$ cat src/ttdg_pkg.sv
`default_nettype none

package ttdg_pkg;

  localparam int DEF_ROWS = 24;
  localparam int DEF_COLS = 40;

  localparam int OP_W      = 3;
  localparam int CHAR_W    = 8;
  localparam int ROW_SEL_W = 5;
  localparam int COL_SEL_W = 6;

  // Operation codes on in_op
  localparam logic [OP_W-1:0] OP_PUT   = 3'd0;
  localparam logic [OP_W-1:0] OP_CLEAR = 3'd1;
  localparam logic [OP_W-1:0] OP_POKE  = 3'd2;
  localparam logic [OP_W-1:0] OP_READ  = 3'd3;
  localparam logic [OP_W-1:0] OP_FILL  = 3'd4;

  // Character codes (7-bit after masking)
  localparam logic [6:0] CH_CR        = 7'h0D;
  localparam logic [6:0] CH_BS        = 7'h08;
  localparam logic [6:0] CH_ULINE     = 7'h5F;
  localparam logic [6:0] CH_PRINT_LO  = 7'h20;
  localparam logic [6:0] CH_LOWER     = 7'h60;
  localparam logic [6:0] CH_FOLD_MASK = 7'h5F;

  localparam logic [CHAR_W-1:0] CELL_SPACE   = 8'h20;
  localparam logic [CHAR_W-1:0] STRIPE_EVEN  = 8'h5F;
  localparam logic [CHAR_W-1:0] STRIPE_ODD   = 8'h40;

  typedef enum logic [2:0] {
    OPK_PUT,
    OPK_CLEAR,
    OPK_POKE,
    OPK_READ,
    OPK_FILL,
    OPK_NOP
  } opk_t;

  typedef struct packed {
    opk_t                 opk;
    logic [CHAR_W-1:0]    code;
    logic [ROW_SEL_W-1:0] row_sel;
    logic [COL_SEL_W-1:0] col_sel;
    logic                 in_range;
  } item_t;

  typedef enum logic [2:0] {
    ST_INIT,
    ST_IDLE,
    ST_EXEC,
    ST_SWEEP,
    ST_READ,
    ST_DONE
  } bst_t;

  typedef enum logic [1:0] {
    SW_CLEAR,
    SW_FILL,
    SW_SCROLL
  } swk_t;

endpackage

`default_nettype wire

$ cat src/ttdg_front.sv
`default_nettype none

module ttdg_front #(
  parameter int ROWS = ttdg_pkg::DEF_ROWS,
  parameter int COLS = ttdg_pkg::DEF_COLS
) (
  input  wire logic                           clk,
  input  wire logic                           rst_n,
  input  wire logic                           in_valid,
  output logic                                in_ready,
  input  wire logic [ttdg_pkg::OP_W-1:0]      in_op,
  input  wire logic [ttdg_pkg::CHAR_W-1:0]    in_char_code,
  input  wire logic [ttdg_pkg::ROW_SEL_W-1:0] in_row_sel,
  input  wire logic [ttdg_pkg::COL_SEL_W-1:0] in_col_sel,
  output ttdg_pkg::item_t                     q_item,
  output logic                                q_valid,
  input  wire logic                           q_pop
);

  import ttdg_pkg::*;

  item_t       q_mem_r [2];
  logic        wr_ptr_r, wr_ptr_nxt;
  logic        rd_ptr_r, rd_ptr_nxt;
  logic [1:0]  count_r, count_nxt;
  item_t       cls_item;
  logic        push;
  logic        pop;

  // Classify the incoming word
  always_comb begin
    cls_item          = '0;
    cls_item.code     = in_char_code;
    cls_item.row_sel  = in_row_sel;
    cls_item.col_sel  = in_col_sel;
    cls_item.in_range = ({1'b0, in_row_sel} < (ROW_SEL_W+1)'(ROWS)) &&
                        ({1'b0, in_col_sel} < (COL_SEL_W+1)'(COLS));
    case (in_op)
      OP_PUT:   cls_item.opk = OPK_PUT;
      OP_CLEAR: cls_item.opk = OPK_CLEAR;
      OP_POKE:  cls_item.opk = OPK_POKE;
      OP_READ:  cls_item.opk = OPK_READ;
      OP_FILL:  cls_item.opk = OPK_FILL;
      default:  cls_item.opk = OPK_NOP;
    endcase
  end

  assign in_ready = (count_r != 2'd2);
  assign q_valid  = (count_r != 2'd0);
  assign q_item   = q_mem_r[rd_ptr_r];
  assign push     = in_valid && in_ready;
  assign pop      = q_pop && q_valid;

  always_comb begin
    wr_ptr_nxt = push ? ~wr_ptr_r : wr_ptr_r;
    rd_ptr_nxt = pop ? ~rd_ptr_r : rd_ptr_r;
    count_nxt  = count_r;
    if (push && !pop) begin
      count_nxt = count_r + 2'd1;
    end else if (pop && !push) begin
      count_nxt = count_r - 2'd1;
    end
  end

  always_ff @(posedge clk) begin
    if (!rst_n) begin
      wr_ptr_r <= 1'b0;
      rd_ptr_r <= 1'b0;
      count_r  <= 2'd0;
    end else begin
      wr_ptr_r <= wr_ptr_nxt;
      rd_ptr_r <= rd_ptr_nxt;
      count_r  <= count_nxt;
    end
  end

  always_ff @(posedge clk) begin
    if (push) begin
      q_mem_r[wr_ptr_r] <= cls_item;
    end
  end

endmodule

`default_nettype wire

$ cat config.mk
export PLATFORM = sky130hd
export DESIGN_NAME = ttdg_front
export DESIGN_NICKNAME = d
export VERILOG_FILES = /design/src/ttdg_pkg.sv /design/src/ttdg_front.sv
export SDC_FILE = /design/constraint.sdc
export NUM_CORES = 1
export LEC_CHECK = 0
export BUFFER_PORTS_ARGS = -buffer_cell sky130_fd_sc_hd__buf_2
export CAP_MARGIN = 20
export CORE_ASPECT_RATIO = 0.6
export CORE_MARGIN = 2
export CORE_UTILIZATION = 46
export CTS_CLUSTER_DIAMETER = 80
export DETAILED_ROUTE_END_ITERATION = 10
export HOLD_SLACK_MARGIN = 0.08
export PLACE_DENSITY = 0.77
export SYNTH_ARGS = -nofsm -noshare
export SYNTH_HDL_FRONTEND = slang
export SYNTH_SLANG_ARGS = --single-unit
$ cat constraint.sdc
create_clock -name clk -period 1.6 [get_ports clk]
set_input_delay 0 -clock clk [delete_from_list [all_inputs] [get_ports clk]]
set_output_delay 0 -clock clk [all_outputs]
set_load 0.01 [all_outputs]
==> results.json <==
{
  "peakVddDrop_mv": 0.744,
  "max_freq_mhz": 649,
  "arrival_ps": 1760,
  "yosys.area_share.simple_pct": 3.71,
  "leakage_nw": 1.01,
  "nNetsFinal": 212,
  "track_usage_pct": 15.7,
  "synth_top_family_by_area": "multiplexers",
  "slew_violations": 0,
  "syn_area_sq_um": 1920,
  "clk_latency_ps": 300,
  "syn-num-nets": 127,
  "fin_skew_ps": 7.27,
  "reg2reg_from": "count_r[0]",
  "cts_max_path_buffers": 2,
  "finalHoldViolCount": 0,
  "yosysWarnings": 0,
  "fillers": 302,
  "place.gp.congestion": 0.664,
  "slew_headroom_pct": 81.2,
  "crit_start": "count_r[0]",
  "maxCapViolCount": 0,
  "syn_to_final_growth_pct": 36.2,
  "syn_avg_cell_area_sq_um": 19.2,
  "synthMuxAreaShare_pct": 13.5,
  "finalCritPeriodShare_pct": 96.3,
  "syn_inst": 100,
  "synth_fa_ha_area_share_pct": 0.651,
  "rsz0062_at_grt": "false",
  "fp-row-count": 18,
  "async_flop_share_pct": 0,
  "dp_hpwl_microns": 2310,
  "endpoint_kind": "register",
  "wl_microns": 3430,
  "fp.dieW_microns": 87.5,
  "die_h_microns": 54.1,
  "setup_viol": 0,
  "viasPerCell": 4.79,
  "via_count": 1131,
  "design.die.area_sq_um": 4730,
  "critPathRequiredTime_ps": 1820,
  "synth-xor-area-share_pct": 1.37,
  "drtIter0Drc": 32,
  "top_level_ports": 51,
  "start_kind": "register",
  "ys_seq_area_share_pct": 77.0,
  "tns_ps": 0,
  "root_buffer": "clkbuf_8",
  "final_common_cell": "buf_2",
  "grt_max_degree": 16,
  "worstMarginPinSlew_ps": 282,
  "diodes": 0,
  "port_buffers": 50,
  "synth_seq_cells": 51,
  "finalNonFillerCells": 236,
  "grt_overflow": 0,
  "synth_compound_area_share_pct": 2.86,
  "initial_core_util_pct": 47.4,
  "synth_edf_count": 46,
  "ant_nets": 0,
  "ys_types": 24,
  "drc": 0,
  "mostFrequentLayoutCells": "buf_2, edfxtp_1, dlygate4sd3_1, mux2_2",
  "holdCritStartpoint": "q_pop",
  "grt_first_pass_wirelength_microns": 5220,
  "placed_cells": 203,
  "drive_above_1_share_pct": 48.4,
  "status": "finished clean",
  "design.core.area_sq_um": 4050,
  "cts_num_sinks": 51,
  "cts_max_level": 2,
  "path_class": "register to register",
  "worst-path-max-fanout": 5,
  "wire_per_inst_microns": 14.5,
  "first_global_vias": 1180,
  "cts_setup_buffers": 0,
  "antenna_found_initial": 0,
  "numCtsBuffers": 5,
  "p_per_area_nw_per_um2": 1350,
  "synth_flop_cell": "edfxtp_1",
  "fin_crit_ps": 1540,
  "tritoncts": "yes",
  "clk_pin_slew_worst_paths_ps": 80,
  "drt_first_pass_iters": 4,
  "hold_path_class": "input port to register"
}
metal layers:
metal	track usage, %	routed length (microns)	vias to the layer above
met5	0	0	-
met4	6.15	33	0
met3	5.67	203	4
met2	28.4	1700	34
met1	17.3	1490	538
li1	-	-	555
where the power goes:
group	internal, W	switching, W	leakage (nW)
Sequential	0.00168	0.0000742	0.472
Clock	0.000307	0.000394	0.0428
Combinational	0.000566	0.000510	0.495
cells in the mapped netlist (all sizes together), types with 2 or more instances:
cell	count	share of area, %
edfxtp	46	72
mux2	23	13
dfxtp	5	5.2
and2	4	1.3
a21boi	2	0.78
buf	2	0.52
o21ai	2	0.52
xnor2	2	0.91
critical path, cell delays in order, from the launching register on:
cell	delay [ps]
dfxtp_4	370
nand2b_4	160
and2_1	160
ha_1	310
or3_1	350
a21boi_1	130
state kept, by name (all words and copies together) (netlist names), named ones only:
name and cells:
q_mem_r 46, count_r 2, rd_ptr_r 1, wr_ptr_r 1
layout make-up:
type	count	area (sq um)	area share, %
well taps	50	62.6	2.39
clock buffers	6	72.6	2.77
repair buffers	81	558	21.3
clock inverters	2	12.5	0.478
flip-flops and latches	51	1490	56.7
multi-input cells	45	424	16.2
inverters	1	3.75	0.143
metrics by stage:
stage / utilization, % / hold WS, ps / setup WS [ps] / power [W] / area, sq um
final: 64.6 / 193 / 59.0 / 0.00353 / 2620
after global routing: 64.6 / 253 / 7.34 / 0.00372 / 2620
after CTS: 64.5 / 183 / 3.79 / 0.00357 / 2620
after detailed placement: 56.2 / 191 / 19.7 / 0.00281 / 2280
after global placement: 56.2 / 187 / 96.6 / 0.00276 / 2280
after floorplan: - / 98.9 / 12.1 / 0.00240 / 1920
cell families (layout without fill, tap and decap cells):
group	after synthesis	count (layout)
DFF	51	51
muxes	23	23
and+or+nand+nor	10	10
AOI/OAI and AO/OA	8	8
buffers and inverters	4	90
xor gates and xnor gates	3	3
adders and majority gates	1	1
timing repair:
| action | 4_1_cts | 5_1_grt |
|---|---|---|
| gates resized for setup | 1 | 2 |
| hold endpoints to repair | 51 | 0 |
| pin swaps | 0 | 2 |
| hold buffers | 25 | 0 |
| endpoints found under the setup margin | 1 | 1 |
final timing paths:
check | slack [ps] | to | cells past startpoint
max | 60 | count_r[1] | 5
min | 190 | rd_ptr_r | 4
max reg2reg | 60 | count_r[1] | 5
min reg2reg | 540 | count_r[1] | 2
Power figures use the tool's default switching activity.
